--- src/hdl/quantized_feature_multimatch_table_top_assert.svh ---
`ifndef QUANTIZED_FEATURE_MULTIMATCH_TABLE_TOP_ASSERT_SVH
`define QUANTIZED_FEATURE_MULTIMATCH_TABLE_TOP_ASSERT_SVH

// same-cycle implication, checked out of reset
`define QFMM_ASSERT_NOW(label, ante, cons) \
    label: assert property (@(posedge aclk) disable iff (!aresetn) (ante) |-> (cons)) \
        else $error("qfmm assertion failed");

// next-cycle implication, checked out of reset
`define QFMM_ASSERT_NEXT(label, ante, cons) \
    label: assert property (@(posedge aclk) disable iff (!aresetn) (ante) |=> (cons)) \
        else $error("qfmm assertion failed");

`endif

--- src/hdl/qfmm_pkg.sv ---
`default_nettype none
package qfmm_pkg;

    localparam int SIDE        = 32;
    localparam int ENTRIES     = 1024;
    localparam int MAX_MATCHES = 64;
    localparam int QUEUE_DEPTH = 2;

    localparam int ADDR_W    = (ENTRIES > 1) ? $clog2(ENTRIES) : 1;
    localparam int COUNT_W   = $clog2(ENTRIES + 1);
    localparam int NMATCH_W  = $clog2(MAX_MATCHES + 1);
    localparam int IDX_W     = 5;
    localparam int STEP_W    = 31;
    localparam int DIV_STEPS = 32;

    localparam logic [1:0] CMD_CLEAR  = 2'd0;
    localparam logic [1:0] CMD_INSERT = 2'd1;
    localparam logic [1:0] CMD_LOOKUP = 2'd2;

    localparam logic [1:0] ST_OK         = 2'd0;
    localparam logic [1:0] ST_NOT_LOADED = 2'd1;
    localparam logic [1:0] ST_FULL       = 2'd2;

    localparam logic [31:0]       MINUS_ONE_Q16       = 32'hFFFF_0000;
    localparam logic [STEP_W-1:0] ANGLE_STEP_RESET    = 31'd13724;
    localparam logic [STEP_W-1:0] DISTANCE_STEP_RESET = 31'd655;

    localparam logic REG_ANGLE_STEP    = 1'b0;
    localparam logic REG_DISTANCE_STEP = 1'b1;

    typedef struct packed {
        logic [1:0]        command;
        logic signed [31:0] feature_angle_1;
        logic signed [31:0] feature_angle_2;
        logic signed [31:0] feature_angle_3;
        logic signed [31:0] feature_distance;
        logic [IDX_W-1:0]  row_index;
        logic [IDX_W-1:0]  col_index;
    } in_t;

    typedef struct packed {
        logic [1:0]         status;
        logic               match_found;
        logic [IDX_W-1:0]   match_row;
        logic [IDX_W-1:0]   match_col;
        logic               last;
        logic               truncated;
        logic signed [31:0] max_distance;
    } out_t;

    typedef struct packed {
        logic [1:0]         cmd;
        logic [63:0]        key;
        logic [2*IDX_W-1:0] idx;
        logic [31:0]        distance;
    } q_entry_t;

    function automatic logic [IDX_W-1:0] clamp_side(input logic [IDX_W-1:0] x);
        logic [8:0] w;
        w = 9'(x);
        return (w >= 9'(SIDE)) ? IDX_W'(SIDE - 1) : x;
    endfunction

    function automatic out_t make_out(input logic [1:0] st, input logic found,
                                      input logic [2*IDX_W-1:0] idx, input logic lst,
                                      input logic trunc, input logic [31:0] maxd);
        out_t o;
        o.status       = st;
        o.match_found  = found;
        o.match_row    = idx[2*IDX_W-1:IDX_W];
        o.match_col    = idx[IDX_W-1:0];
        o.last         = lst;
        o.truncated    = trunc;
        o.max_distance = maxd;
        return o;
    endfunction

endpackage
`default_nettype wire

--- src/hdl/qfmm_quant.sv ---
`default_nettype none
module qfmm_quant import qfmm_pkg::*; (
    input  wire               aclk,
    input  wire               aresetn,
    input  wire               start,
    input  wire [31:0]        value,
    input  wire [STEP_W-1:0]  step,
    output logic              busy,
    output logic [15:0]       bucket
);

    logic              busy_reg, busy_next;
    logic [4:0]        cnt_reg, cnt_next;
    logic              neg_reg, neg_next;
    logic [31:0]       quo_reg, quo_next;
    logic [STEP_W-1:0] rem_reg, rem_next;
    logic [STEP_W-1:0] step_reg, step_next;
    logic [31:0]       trial;
    logic [31:0]       diff;
    logic [32:0]       mag;

    assign trial = {rem_reg, quo_reg[31]};
    assign diff  = trial - {1'b0, step_reg};

    always_comb begin
        busy_next = busy_reg;
        cnt_next  = cnt_reg;
        neg_next  = neg_reg;
        quo_next  = quo_reg;
        rem_next  = rem_reg;
        step_next = step_reg;
        if (start) begin
            busy_next = 1'b1;
            cnt_next  = '0;
            neg_next  = value[31];
            quo_next  = value[31] ? (32'd0 - value) : value;
            rem_next  = '0;
            step_next = step;
        end else if (busy_reg) begin
            if (trial >= {1'b0, step_reg}) begin
                rem_next = diff[STEP_W-1:0];
                quo_next = {quo_reg[30:0], 1'b1};
            end else begin
                rem_next = trial[STEP_W-1:0];
                quo_next = {quo_reg[30:0], 1'b0};
            end
            cnt_next = cnt_reg + 5'd1;
            if (cnt_reg == 5'(DIV_STEPS - 1)) begin
                busy_next = 1'b0;
            end
        end
    end

    always_ff @(posedge aclk) begin
        if (!aresetn) begin
            busy_reg <= 1'b0;
            cnt_reg  <= '0;
        end else begin
            busy_reg <= busy_next;
            cnt_reg  <= cnt_next;
        end
        neg_reg  <= neg_next;
        quo_reg  <= quo_next;
        rem_reg  <= rem_next;
        step_reg <= step_next;
    end

    // floor for negatives: -(q + (r != 0)), then saturate
    always_comb begin
        mag = {1'b0, quo_reg} + 33'(neg_reg && (rem_reg != '0));
        if (!neg_reg) begin
            bucket = (mag > 33'd32767) ? 16'h7FFF : mag[15:0];
        end else begin
            bucket = (mag > 33'd32768) ? 16'h8000 : 16'(17'd0 - mag[16:0]);
        end
    end

    assign busy = busy_reg;

endmodule
`default_nettype wire

--- src/hdl/qfmm_front.sv ---
`default_nettype none
module qfmm_front import qfmm_pkg::*; (
    input  wire              aclk,
    input  wire              aresetn,
    input  wire              s_valid,
    output logic             s_ready,
    input  in_t              s_data,
    input  wire [STEP_W-1:0] angle_step,
    input  wire [STEP_W-1:0] distance_step,
    output logic             push,
    output q_entry_t         push_entry,
    input  wire              full
);

    typedef enum logic [2:0] {
        F_IDLE = 3'b001,
        F_DIV  = 3'b010,
        F_PUSH = 3'b100
    } f_state_t;

    f_state_t           state_reg, state_next;
    logic [1:0]         cmd_reg;
    logic [2*IDX_W-1:0] idx_reg;
    logic [31:0]        dist_reg;
    logic               accept, start;
    logic [STEP_W-1:0]  a_step, d_step;
    logic [3:0]         busy;
    logic [15:0]        b0, b1, b2, b3;

    assign s_ready = (state_reg == F_IDLE);
    assign accept  = s_valid && s_ready;
    assign start   = accept && (s_data.command == CMD_INSERT || s_data.command == CMD_LOOKUP);
    assign a_step  = (angle_step == '0) ? STEP_W'(1) : angle_step;
    assign d_step  = (distance_step == '0) ? STEP_W'(1) : distance_step;

    qfmm_quant u_q0 (.aclk, .aresetn, .start, .value(s_data.feature_angle_1),
                     .step(a_step), .busy(busy[0]), .bucket(b0));
    qfmm_quant u_q1 (.aclk, .aresetn, .start, .value(s_data.feature_angle_2),
                     .step(a_step), .busy(busy[1]), .bucket(b1));
    qfmm_quant u_q2 (.aclk, .aresetn, .start, .value(s_data.feature_angle_3),
                     .step(a_step), .busy(busy[2]), .bucket(b2));
    qfmm_quant u_q3 (.aclk, .aresetn, .start, .value(s_data.feature_distance),
                     .step(d_step), .busy(busy[3]), .bucket(b3));

    always_comb begin
        state_next = state_reg;
        unique case (state_reg)
            F_IDLE: begin
                if (accept) begin
                    state_next = start ? F_DIV : F_PUSH;
                end
            end
            F_DIV: begin
                if (busy == 4'b0000) begin
                    state_next = F_PUSH;
                end
            end
            F_PUSH: begin
                if (!full) begin
                    state_next = F_IDLE;
                end
            end
            default: state_next = F_IDLE;
        endcase
    end

    always_ff @(posedge aclk) begin
        if (!aresetn) begin
            state_reg <= F_IDLE;
        end else begin
            state_reg <= state_next;
        end
        if (accept) begin
            cmd_reg  <= s_data.command;
            idx_reg  <= {clamp_side(s_data.row_index), clamp_side(s_data.col_index)};
            dist_reg <= s_data.feature_distance;
        end
    end

    assign push                = (state_reg == F_PUSH);
    assign push_entry.cmd      = cmd_reg;
    assign push_entry.key      = {b0, b1, b2, b3};
    assign push_entry.idx      = idx_reg;
    assign push_entry.distance = dist_reg;

endmodule
`default_nettype wire

--- config.mk ---
export PLATFORM = sky130hd
export DESIGN_NAME = qfmm_front
export DESIGN_NICKNAME = d
export VERILOG_FILES = /design/src/hdl/quantized_feature_multimatch_table_top_assert.svh /design/src/hdl/qfmm_pkg.sv /design/src/hdl/qfmm_quant.sv /design/src/hdl/qfmm_front.sv
export SDC_FILE = /design/constraint.sdc
export NUM_CORES = 1
export LEC_CHECK = 0
export ABC_AREA = 0
export ABC_CLOCK_PERIOD_IN_PS = 13600
export BUFFER_PORTS_ARGS = -buffer_cell sky130_fd_sc_hd__buf_2
export CELL_PAD_IN_SITES_DETAIL_PLACEMENT = 1
export CELL_PAD_IN_SITES_GLOBAL_PLACEMENT = 1
export CORE_UTILIZATION = 46
export DETAILED_ROUTE_END_ITERATION = 7
export PLACE_DENSITY = 0.83
export RECOVER_POWER = 25
export SLEW_MARGIN = 40
export SYNTH_ARGS = -nofsm -noshare
export SYNTH_HDL_FRONTEND = slang
export SYNTH_SLANG_ARGS = --single-unit
--- constraint.sdc ---
create_clock -name aclk -period 13.6 [get_ports aclk]
set_input_delay 4.08 -clock aclk [delete_from_list [all_inputs] [get_ports aclk]]
set_output_delay 4.08 -clock aclk [all_outputs]
set_load 0.03 [all_outputs]
==> results.md <==
- Met1 wire length: 43200 um
- Number of flops mapped to enable cells by yosys: 238
- Mapped cell area: 0.0304 mm^2
- Failing checks: capacitance limit, slew limit
- Worst Hold Launch: u_q0.rem_reg[30]
- Post-DP HPWL: approximately 73000 um
- Slew @ Worst Pin: between 2 and 3 ns
- Critical Path End Type: register
- Worst Setup SP: s_valid
- Hold Path End: u_q0.rem_reg[30]
- Post-synth top area cell: edfxtp_1
- Cells on worst reg2reg path: 8
- H-tree depth: 2
- Setup TNS: 0 ns
- WHS: approximately 0.50 ns
- Top post-synthesis cells by area: edfxtp_1 24%, dfxtp_1 10%, ha_1 6.3%, o21ai_0 6.0%, xor2_1 5.7%
- Final instance area: 0.0337 mm^2
- Crit path launch type: input port
- Slew headroom: -0.946
- Clk sinks: a little under 400
- Reg-to-reg startpoint: state_reg[0]
- Post-CTS setup buffer count: 0
- Tcrit/Tclk final: 0.739
- Fill cells: 7890
- Hold Crit Class: reg -> reg
- P_leak: 13.5 nW
- Setup CP Type: in -> reg
- Die area: 0.0670 mm^2
- First-pass iteration count of the detailed router: 7
- Highest routed layer: met5
- Power Total: 6.94 mW
- # setup viols final: 0
- Placed insts: 4581
- I/O Buffers: 315
- Share of the yosys chip area belonging to registers: 0.335
- Yosys cell types: around 110
- CTS clk-pin slew, worst paths: 0.06 ns
- Reg2reg end: u_q1.quo_reg[2]
- Clk buf depth: 3
- Vias in the first global route: 28400
- MaxCap Viol Count: 2
- Hold depth: 2
- Worst vdd ir: 0.129 mV
- Fin crit period: ~10 ns
- Layout Cells excl Fill: 4680
- DRC: 0
- Initial core utilization: 0.468
- Antenna violations before repair: 9
- Async SR Flop Fraction: 0
- Die width: 259 um
- Vias: 28400
- CTS Buf Count: 48
- WL met3: 3470 um
- Power Density: 206 mW/mm^2
- Post-Syn Nets: approximately 4000
- Worst Path Max Fanout: 61
- Global-route wire length before repair: 155000 um
- Total I/O pin count: 316
- Total GRT Usage: 0.285
- Final hold violation count: 0
- Slew Limit Fails: 46
- List of most frequent post-synthesis cells: 433 x nand2_1, 363 x o21ai_0, 238 x edfxtp_1
- Number of nets in the layout: 4138
- WL/cell: between 20 and 25 um
- Vias/cell: slightly above 6
- CP arrival: about 10 ns
- Syn Area/Cell: 8.38 um^2
- Final GP Congestion: 0.886
- Most common cell in the netlist: nand2_1
- Placed Area: 0.0323 mm^2
- Share of the synthesized area in the top cell type: 0.235
- Syn. warnings: 0
- Final Skew: 0.0216 ns
- Final wirelength: 98300 um
- ANT nets after route: 0
- Post-synthesis sequential element count: roughly 390
- Root Buffer: clkbuf_16
- Die Span Y: 259 um
- 1st-iter DRT viols: 1925
- Row count: slightly above 90
- Latest clock arrival within the worst-skew pair: roughly 0.60 ns
- Core area: 0.0648 mm^2
- WP data required: 13.83 ns
- Status: complete, but fails checks
- Cells after synthesis: 3624
- GR Overflow Total: 0
- F_max: 99.5 MHz
- Largest net degree at the start of global routing: 107
- R2R setup slack: 6.72 ns
- RSZ-0062 raised after global routing: no
- TritonCTS clock tree: built
- Layout cells sized above 1: 0.102
- Main flop type after synthesis: edfxtp_1
- Resize count post-CTS: 0
- CTS hold repair buffers: 0
- Area delta synth->final: 11.1%
- Metal2 WL: between 40000 and 50000 um
-- worst max-delay path: stages --
cell and delay (ns):
clkbuf_1 0.11, nor4bb_1 0.32, clkbuf_1 2.07, nand2_4 1.01, inv_4 0.93, buf_4 0.76
nor2_1 0.34, inv_1 0.12, buf_4 0.40
-- metal layers --
layer / vias up / GRT usage
li1: 13600 / -
met1: 14100 / 0.366
met2: 531 / 0.497
met3: 163 / 0.0276
met4: 2 / 0.0985
met5: - / 0
-- placed cells by master, fill, tap and decap left out, types with 26 or more instances in the layout --
master | synthesis | final
mux2i_1 | 95 | 95
nor3_1 | 89 | 89
o21ai_0 | 363 | 363
nand2b_1 | 34 | 34
xnor2_1 | 100 | 100
nand4_1 | 69 | 69
nand2_1 | 433 | 431
buf_2 | 23 | 203
clkbuf_16 | 0 | 49
or4_1 | 31 | 31
nand3_1 | 105 | 105
inv_1 | 133 | 133
and3_1 | 60 | 60
nor2b_1 | 29 | 29
xor2_1 | 199 | 199
clkbuf_1 | 188 | 126
edfxtp_1 | 238 | 238
o31ai_1 | 51 | 51
a22oi_1 | 26 | 26
a211oi_1 | 38 | 38
a21o_1 | 80 | 80
a21oi_1 | 192 | 192
dfxtp_1 | 151 | 150
nor2_1 | 217 | 217
nor4_1 | 65 | 65
ha_1 | 152 | 152
-- worst max-delay path by stage --
stage	endpoint	slack, ns	depth (start not counted)
floorplan	u_q0.quo_reg[0]	1.50	6
finish	u_q1.quo_reg[2]	3.55	9
CTS	push_entry[84]	3.62	15
global placement	push_entry[96]	4.14	15
global route	u_q1.quo_reg[3]	3.04	9
detailed placement	push_entry[84]	4.26	15
-- area by class of cell --
class / count / area [um^2] / area share
Antenna cell: 11 / 27.5 / 0.000816
Clock buffer: 64 / 1300 / 0.0386
Clock inverter: 24 / 265 / 0.00786
Inverter: 136 / 513 / 0.0152
Multi-Input combinational cell: 2861 / 18700 / 0.556
Sequential cell: 389 / 10200 / 0.301
Tap cell: 855 / 1070 / 0.0317
Timing Repair Buffer: 340 / 1650 / 0.0488
-- where the power goes --
| group | switching, mW | internal (mW) | leakage, nW |
|---|---|---|---|
| Sequential | 0.423 | 1.71 | 3.47 |
| Clock | 0.542 | 0.769 | 0.761 |
| Combinational | 2.17 | 1.32 | 9.23 |
-- through the flow --
stage / worst slack (ns) / utilization
after CTS: 3.62 / 0.522
final: 3.55 / 0.521
after detailed placement: 4.26 / 0.498
after floorplan: 1.50 / -
after global routing: 3.04 / 0.520
after global placement: 4.14 / 0.497
-- logic make-up (layout without fill, tap and decap cells) --
kind of cell,after synthesis,in the layout,share of synthesized area
AO/OA/AOI/OAI,1017,1017,0.215
XOR/XNOR,299,299,0.0863
adder cells (fa/ha/maj),156,156,0.0653
buffers and inverters,374,564,0.0498
flip-flops,389,389,0.335
multiplexers,103,103,0.0344
other,0,11,0
AND/OR/NAND/NOR,1286,1286,0.214
Power figures use the tool's default switching activity.
