**src/hdl/quantized_feature_multimatch_table_top_assert.svh**
```systemverilog
`ifndef QUANTIZED_FEATURE_MULTIMATCH_TABLE_TOP_ASSERT_SVH
`define QUANTIZED_FEATURE_MULTIMATCH_TABLE_TOP_ASSERT_SVH

// same-cycle implication, checked out of reset
`define QFMM_ASSERT_NOW(label, ante, cons) \
    label: assert property (@(posedge aclk) disable iff (!aresetn) (ante) |-> (cons)) \
        else $error("qfmm assertion failed");

// next-cycle implication, checked out of reset
`define QFMM_ASSERT_NEXT(label, ante, cons) \
    label: assert property (@(posedge aclk) disable iff (!aresetn) (ante) |=> (cons)) \
        else $error("qfmm assertion failed");

`endif

```
**src/hdl/qfmm_pkg.sv**
```systemverilog
`default_nettype none
package qfmm_pkg;

    localparam int SIDE        = 32;
    localparam int ENTRIES     = 1024;
    localparam int MAX_MATCHES = 64;
    localparam int QUEUE_DEPTH = 2;

    localparam int ADDR_W    = (ENTRIES > 1) ? $clog2(ENTRIES) : 1;
    localparam int COUNT_W   = $clog2(ENTRIES + 1);
    localparam int NMATCH_W  = $clog2(MAX_MATCHES + 1);
    localparam int IDX_W     = 5;
    localparam int STEP_W    = 31;
    localparam int DIV_STEPS = 32;

    localparam logic [1:0] CMD_CLEAR  = 2'd0;
    localparam logic [1:0] CMD_INSERT = 2'd1;
    localparam logic [1:0] CMD_LOOKUP = 2'd2;

    localparam logic [1:0] ST_OK         = 2'd0;
    localparam logic [1:0] ST_NOT_LOADED = 2'd1;
    localparam logic [1:0] ST_FULL       = 2'd2;

    localparam logic [31:0]       MINUS_ONE_Q16       = 32'hFFFF_0000;
    localparam logic [STEP_W-1:0] ANGLE_STEP_RESET    = 31'd13724;
    localparam logic [STEP_W-1:0] DISTANCE_STEP_RESET = 31'd655;

    localparam logic REG_ANGLE_STEP    = 1'b0;
    localparam logic REG_DISTANCE_STEP = 1'b1;

    typedef struct packed {
        logic [1:0]        command;
        logic signed [31:0] feature_angle_1;
        logic signed [31:0] feature_angle_2;
        logic signed [31:0] feature_angle_3;
        logic signed [31:0] feature_distance;
        logic [IDX_W-1:0]  row_index;
        logic [IDX_W-1:0]  col_index;
    } in_t;

    typedef struct packed {
        logic [1:0]         status;
        logic               match_found;
        logic [IDX_W-1:0]   match_row;
        logic [IDX_W-1:0]   match_col;
        logic               last;
        logic               truncated;
        logic signed [31:0] max_distance;
    } out_t;

    typedef struct packed {
        logic [1:0]         cmd;
        logic [63:0]        key;
        logic [2*IDX_W-1:0] idx;
        logic [31:0]        distance;
    } q_entry_t;

    function automatic logic [IDX_W-1:0] clamp_side(input logic [IDX_W-1:0] x);
        logic [8:0] w;
        w = 9'(x);
        return (w >= 9'(SIDE)) ? IDX_W'(SIDE - 1) : x;
    endfunction

    function automatic out_t make_out(input logic [1:0] st, input logic found,
                                      input logic [2*IDX_W-1:0] idx, input logic lst,
                                      input logic trunc, input logic [31:0] maxd);
        out_t o;
        o.status       = st;
        o.match_found  = found;
        o.match_row    = idx[2*IDX_W-1:IDX_W];
        o.match_col    = idx[IDX_W-1:0];
        o.last         = lst;
        o.truncated    = trunc;
        o.max_distance = maxd;
        return o;
    endfunction

endpackage
`default_nettype wire

```
**src/hdl/qfmm_fifo.sv**
```systemverilog
`default_nettype none
module qfmm_fifo import qfmm_pkg::*; (
    input  wire      aclk,
    input  wire      aresetn,
    input  wire      push,
    input  q_entry_t push_entry,
    output logic     full,
    input  wire      pop,
    output q_entry_t head,
    output logic     empty
);

    localparam int PTR_W = (QUEUE_DEPTH > 1) ? $clog2(QUEUE_DEPTH) : 1;
    localparam int CNT_W = $clog2(QUEUE_DEPTH + 1);

    q_entry_t         slots [QUEUE_DEPTH];
    logic [PTR_W-1:0] wr_reg, wr_next, rd_reg, rd_next;
    logic [CNT_W-1:0] cnt_reg, cnt_next;
    logic             do_push, do_pop;

    assign full    = (cnt_reg == CNT_W'(QUEUE_DEPTH));
    assign empty   = (cnt_reg == '0);
    assign do_push = push && !full;
    assign do_pop  = pop && !empty;
    assign head    = slots[rd_reg];

    always_comb begin
        wr_next  = wr_reg;
        rd_next  = rd_reg;
        cnt_next = cnt_reg;
        if (do_push) begin
            wr_next = (wr_reg == PTR_W'(QUEUE_DEPTH - 1)) ? '0 : wr_reg + PTR_W'(1);
        end
        if (do_pop) begin
            rd_next = (rd_reg == PTR_W'(QUEUE_DEPTH - 1)) ? '0 : rd_reg + PTR_W'(1);
        end
        if (do_push && !do_pop) begin
            cnt_next = cnt_reg + CNT_W'(1);
        end else if (do_pop && !do_push) begin
            cnt_next = cnt_reg - CNT_W'(1);
        end
    end

    always_ff @(posedge aclk) begin
        if (!aresetn) begin
            wr_reg  <= '0;
            rd_reg  <= '0;
            cnt_reg <= '0;
        end else begin
            wr_reg  <= wr_next;
            rd_reg  <= rd_next;
            cnt_reg <= cnt_next;
        end
        if (do_push) begin
            slots[wr_reg] <= push_entry;
        end
    end

endmodule
`default_nettype wire

```
**config.mk**
```make
export PLATFORM = sky130hd
export DESIGN_NAME = qfmm_fifo
export DESIGN_NICKNAME = d
export VERILOG_FILES = /design/src/hdl/quantized_feature_multimatch_table_top_assert.svh /design/src/hdl/qfmm_pkg.sv /design/src/hdl/qfmm_fifo.sv
export SDC_FILE = /design/constraint.sdc
export NUM_CORES = 1
export LEC_CHECK = 0
export ABC_AREA = 1
export ABC_CLOCK_PERIOD_IN_PS = 5640
export BUFFER_PORTS_ARGS = -buffer_cell sky130_fd_sc_hd__buf_4
export CAP_MARGIN = 20
export CORE_MARGIN = 4
export CORE_UTILIZATION = 47
export DETAILED_ROUTE_END_ITERATION = 7
export GPL_ROUTABILITY_DRIVEN = 0
export HOLD_SLACK_MARGIN = 0.08
export PLACE_DENSITY = 0.81
export SETUP_SLACK_MARGIN = 0.2
export SLEW_MARGIN = 0
export SYNTH_ARGS = -nofsm -noshare
export SYNTH_HDL_FRONTEND = slang
export SYNTH_SLANG_ARGS = --single-unit
```
**constraint.sdc**
```tcl
create_clock -name aclk -period 5.64 [get_ports aclk]
set_input_delay 0.564 -clock aclk [delete_from_list [all_inputs] [get_ports aclk]]
set_output_delay 0.564 -clock aclk [all_outputs]
set_load 0.02 [all_outputs]
```
==> results.sh, run 1 <==
export IMPL_finalHoldViolations=0
export IMPL_p_leak_nw=4.01
export IMPL_core_sq_um=16800
export IMPL_crit_type="reg2out"
export IMPL_cts_htree_levels=1
export IMPL_die_h_um=139
export IMPL_period_share_pct=58.1
export IMPL_holdBufCountCts=0
export IMPL_cts_setup_buffers=0
export IMPL_required_ns=5.08
export IMPL_reg2reg_depth=9
export IMPL_rsz0062_at_grt="false"
export IMPL_syn_to_final_growth_pct=31.4
export IMPL_start_util_pct=48.4
export IMPL_grt_pass1_wl_um=23500
export IMPL_cts_buffers=22
export IMPL_cp_slowest_cell="dfxtp_4"
export IMPL_diodes=0
export IMPL_outcome="completed"
export IMPL_stdcell_area_sq_um=10600
export IMPL_crit_top_cell="buf_4"
export IMPL_ys_seq_area_share_pct=81.3
export IMPL_place_ws_ns=2.85
export IMPL_critPathCaptureType="output pin"
export IMPL_fin_cells=845
export IMPL_synth_area_per_cell_sq_um=21.7
export IMPL_dr_total_vias=4173
export IMPL_grt_pass1_vias=4527
export IMPL_finalClockSkew_ns=0.00906
export IMPL_routed_wl_um=15400
export IMPL_dieArea_sq_um=19400
export IMPL_fin_crit_ns=3.28
export IMPL_cts_tree="yes"
export IMPL_yosysUniqueCellTypes=14
export IMPL_fin_ws_ns=2.36
export IMPL_clockBufferDepth=3
export IMPL_drtPass1Iterations=4
export IMPL_overflow=0
export IMPL_worstReg2RegEnd="cnt_reg[1]$_SDFFE_PN0P_"
export IMPL_fill_cells=1167
export IMPL_cts_resized=0
export IMPL_grt_max_degree=76
export IMPL_slowest_delay_ns=1.00
export IMPL_ios=222
export IMPL_grt_antenna_before_repair=2
export IMPL_arrival_ns=2.71
export IMPL_syn_area_sq_um=8100
export IMPL_total_power_mw=4.75
export IMPL_start_kind="flop"
export IMPL_wl_per_cell_um=18.3
export IMPL_fp_dieW_um=139
export IMPL_yosysWarnings=0
export IMPL_path_cells="buf_4 > mux2_2 > buf_4"
export IMPL_dpl_instance_area_sq_um=10000
export IMPL_r2r_start="cnt_reg[1]$_SDFFE_PN0P_"
export IMPL_hold_path_class="in2reg"
export IMPL_fmax_mhz=305
export IMPL_portBuffers=221
export IMPL_synth_fp_nets=487
export IMPL_drv_cap=0
export IMPL_fin_nets=725
export IMPL_worstHoldStart="push_entry[32]"
export IMPL_largest_register_ffs=216
export IMPL_cp_max_fo=75
export IMPL_first_iter_violations=169
export IMPL_vdd_drop_max_mv=0.362
export IMPL_worst_slew_pin_slew_ns=0.999
export IMPL_setup_viol=0
export IMPL_vias_per_cell=4.94
export IMPL_syn_inst=374
export IMPL_clk_pin_slew_worst_paths_ns=0.06
export IMPL_hold_end="slots[0][32]$_DFFE_PP_"
export IMPL_drv_slew=0
export IMPL_root_buffer="clkbuf_16"
export IMPL_grtUsageTotal_pct=15.1
export IMPL_clkSinkCount=221
export IMPL_p_per_area_nw_per_um2=446
export IMPL_ys_ff_latch=221
export IMPL_worst_r2r_setup_slack_ns=3.66
export IMPL_clock_latency_ns=0.49
export IMPL_ant_nets=0
export IMPL_fin_util_pct=63.5
export IMPL_drc=0
export IMPL_drive_gt1_share_pct=57.8
export IMPL_hold_depth=1
export IMPL_place_inst=808
export IMPL_dp_hpwl_um=10600
export IMPL_rows=47
export IMPL_maxSlewHeadroom_pct=33.4
-- metrics by stage --
step	TNS, ns	hold WS, ns
3_5_place_dp	0	0.483
5_1_grt	0	0.232
4_1_cts	0	0.235
3_3_place_gp	0	0.484
6_report	0	0.258
2_1_floorplan	-32.02	0.467
-- cells by family (layout without fill, tap and decap cells) --
group           count (synthesis)  after routing  share of synthesized area (%)
buf+inv                        21            272                           1.47
flops                         221            221                           81.3
mux                           108            108                           15.9
compound gates                  4              4                          0.247
fa+ha+maj                       1              1                          0.154
simple gates                   19             19                          0.926
-- layout make-up --
| class | count | area, sq um | share of cell area [%] |
|---|---|---|---|
| Tap cell | 220 | 275 | 2.59 |
| Multi-Input combinational cell | 132 | 1410 | 13.3 |
| Clock inverter | 6 | 22.5 | 0.212 |
| Clock buffer | 31 | 616 | 5.78 |
| Sequential cell | 221 | 6590 | 61.9 |
| Inverter | 9 | 33.8 | 0.317 |
| Timing Repair Buffer | 226 | 1700 | 15.9 |
-- how the worst max path moves through the flow --
stage | startpoint | endpoint | cells past startpoint
2_1_floorplan | push | slots[0][0]$_DFFE_PP_ | 2
3_3_place_gp | flop | head[99] | 3
3_5_place_dp | flop | head[94] | 3
4_1_cts | flop | head[94] | 3
5_1_grt | flop | head[94] | 3
6_report | flop | head[94] | 3
-- per-layer routing --
layer | vias up | global-route usage [%] | wire [um]
met5 | - | 0 | 24
met4 | 4 | 3.96 | 313
met3 | 33 | 5.66 | 1370
met2 | 161 | 27.4 | 8110
met1 | 2042 | 16.5 | 5610
li1 | 1933 | - | -
-- synthesized netlist by cell type --
library cell	instances	share of area, %
mux2_4	20	3.7
edfxtp_1	216	80
buf_2	8	0.49
nand2_1	6	0.28
nand4_1	1	0.077
nand3_1	1	0.062
ha_1	1	0.15
mux2_2	88	12
o21ai_0	3	0.19
inv_1	9	0.42
buf_6	4	0.56
nor2_1	11	0.51
dfxtp_1	5	1.2
a21oi_1	1	0.062
-- critical path: cells and delay by family, from the launching register on --
kind | cells | cell delay (ns)
buffers and inverters | 2 | 0.76
multiplexers | 1 | 0.41
flip-flops | 1 | 1.00
-- placed cells by master (no fill, tap or decap), types with 6 or more instances in the layout --
cell,n
clkinv_1,6
clkbuf_1,7
mux2_2,88
clkbuf_16,23
buf_4,226
inv_1,9
edfxtp_1,216
nor2_1,9
mux2_4,20
nand2_1,6
-- report_power, final --
group          internal (mW)  switching [mW]  total, mW
Combinational          0.598           0.674       1.27
Sequential              2.08           0.112       2.19
Clock                  0.752           0.535       1.29
No activity file was read; power rests on OpenSTA's default activity.
==> run 2, diff against run 1 <==
- ABC_CLOCK_PERIOD_IN_PS: 5640 -> 3400
- CORE_UTILIZATION: 47 -> 52
- PLACE_DENSITY: 0.81 -> 0.84
- clock period: 5.64 -> 3.4 ns (I/O delays scaled with it)
==> results.sh, run 2 (synthesized netlist as in run 1, its figures left out) <==
export IMPL_grt_max_degree=59
export IMPL_start_kind="flop"
export IMPL_fin_cells=949
export IMPL_place_inst=800
export IMPL_layout_common_cells="buf_4, edfxtp_1, dlygate4sd3_1"
export IMPL_grt_antenna_before_repair=1
export IMPL_hold_depth=3
export IMPL_p_clk_share_pct=27.6
export IMPL_period_share_pct=75.0
export IMPL_finalClockSkew_ns=0.0198
export IMPL_fp_dieW_um=133
export IMPL_finalHoldViolations=0
export IMPL_start_util_pct=53.1
export IMPL_portBuffers=221
export IMPL_fmax_mhz=392
export IMPL_grtUsageTotal_pct=19.6
export IMPL_fill_cells=792
export IMPL_cts_htree_levels=1
export IMPL_grt_pass1_wl_um=27400
export IMPL_r2r_start="cnt_reg[1]$_SDFFE_PN0P_"
export IMPL_arrival_ns=2.21
export IMPL_hold_end="cnt_reg[1]$_SDFFE_PN0P_"
export IMPL_p_int_mw=5.84
export IMPL_rows=45
export IMPL_dieArea_sq_um=17600
export IMPL_cp_slowest_cell="dfxtp_4"
export IMPL_hold_path_class="in2reg"
export IMPL_ant_nets=0
export IMPL_core_sq_um=15300
export IMPL_fin_nets=834
export IMPL_outcome="completed"
export IMPL_cts_tree="yes"
export IMPL_grt_pass1_vias=5210
export IMPL_multi_input_comb_area_sq_um=1410
export IMPL_worst_r2r_setup_slack_ns=1.36
export IMPL_clk_pin_slew_worst_paths_ns=0.06
export IMPL_clockBufferDepth=3
export IMPL_fin_util_pct=77.2
export IMPL_layout_commonest_cell="buf_4"
export IMPL_fin_crit_ns=2.55
export IMPL_wl_per_cell_um=18.7
export IMPL_vias_per_cell=4.95
export IMPL_cp_max_fo=50
export IMPL_dp_hpwl_um=10100
export IMPL_overflow=0
export IMPL_drive_gt1_share_pct=49.7
export IMPL_required_ns=3.06
export IMPL_syn_to_final_growth_pct=45.3
export IMPL_p_leak_nw=4.49
export IMPL_power_frac_seq_pct=44.4
export IMPL_root_buffer="clkbuf_16"
export IMPL_path_cells="buf_12 > mux2_2 > buf_4"
export IMPL_crit_type="reg2out"
export IMPL_power_switching_mw=2.31
export IMPL_die_h_um=133
export IMPL_swShare_pct=28.4
export IMPL_clock_latency_ns=0.49
export IMPL_seqCellArea_sq_um=6590
export IMPL_slowest_delay_ns=0.77
export IMPL_cts_setup_buffers=0
export IMPL_worst_slew_pin_slew_ns=0.820
export IMPL_critPathCaptureType="output pin"
export IMPL_setup_viol=0
export IMPL_ios=222
export IMPL_worstHoldStart="aresetn"
export IMPL_drv_cap=0
export IMPL_finalSetupTns_ns=0
export IMPL_largest_register_ffs=216
export IMPL_p_per_area_nw_per_um2=692
export IMPL_first_iter_violations=226
export IMPL_power_frac_comb_pct=28.1
export IMPL_drtPass1Iterations=4
export IMPL_vdd_drop_max_mv=0.576
export IMPL_dr_total_vias=4694
export IMPL_drv_slew=0
export IMPL_maxSlewHeadroom_pct=44.8
export IMPL_routed_wl_um=17800
export IMPL_worstReg2RegEnd="cnt_reg[1]$_SDFFE_PN0P_"
export IMPL_cts_buffers=22
export IMPL_reg2reg_depth=9
export IMPL_drc=0
export IMPL_clkSinkCount=221
export IMPL_rsz0062_at_grt="false"
## run 2: power by group through the flow
stage          Clock [mW]  Sequential [mW]  Combinational (mW)
2_1_floorplan           0             3.59                1.38
5_1_grt              2.42             3.65                2.42
4_1_cts              2.28             3.61                2.29
3_3_place_gp            0             3.64                2.13
3_5_place_dp            0             3.66                2.17
6_report             2.25             3.62                2.29
## run 2: final cells by class
type,instances,area share (%)
Sequential cell,221,56.0
Timing Repair Buffer,335,23.8
Multi-Input combinational cell,132,12.0
Clock buffer,27,5.02
Tap cell,211,2.24
Clock inverter,13,0.680
Inverter,9,0.287
Antenna cell,1,0.0213
## run 2: worst max-delay path by stage
stage                             from                     to  slack (ns)  cells past startpoint
3_3_place_gp                      flop               head[29]        1.37                      3
4_1_cts                           flop               head[96]        0.82                      3
3_5_place_dp                      flop               head[96]        1.33                      3
6_report                          flop               head[52]        0.85                      3
2_1_floorplan  cnt_reg[0]$_SDFFE_PN0P_  slots[0][0]$_DFFE_PP_       -0.43                      2
5_1_grt                           flop               head[52]        0.73                      3
## run 2: timing repair
action                                  CTS  global route
hold endpoints to repair                216             0
endpoints found under the setup margin    0             0
hold buffers                            108             0
resized for setup                         0             0
## run 2: critical path: cells and delay by family, from the launching register on
kind / cells / cell delay [ns]
flip-flops: 1 / 0.77
buffers and inverters: 2 / 0.52
multiplexers: 1 / 0.41
## run 2: routing by layer
| metal | wire length [um] | global-route usage, % | part of all wire [%] |
|---|---|---|---|
| met4 | 396 | 5.95 | 2.2 |
| met1 | 6620 | 22.7 | 37 |
| met3 | 1170 | 4.90 | 6.6 |
| met5 | 0 | 0 | 0 |
| met2 | 9570 | 36.0 | 54 |
## run 2: per-stage QoR
stage / power, mW / instance area (sq um) / setup WS [ns] / hold WS, ns
6_report: 8.15 / 11800 / 0.849 / 0.130
5_1_grt: 8.49 / 11800 / 0.733 / 0.125
4_1_cts: 8.17 / 11800 / 0.820 / 0.105
3_5_place_dp: 5.84 / 10000 / 1.33 / 0.509
3_3_place_gp: 5.77 / 10000 / 1.37 / 0.486
2_1_floorplan: 4.97 / 8110 / -0.430 / 0.439
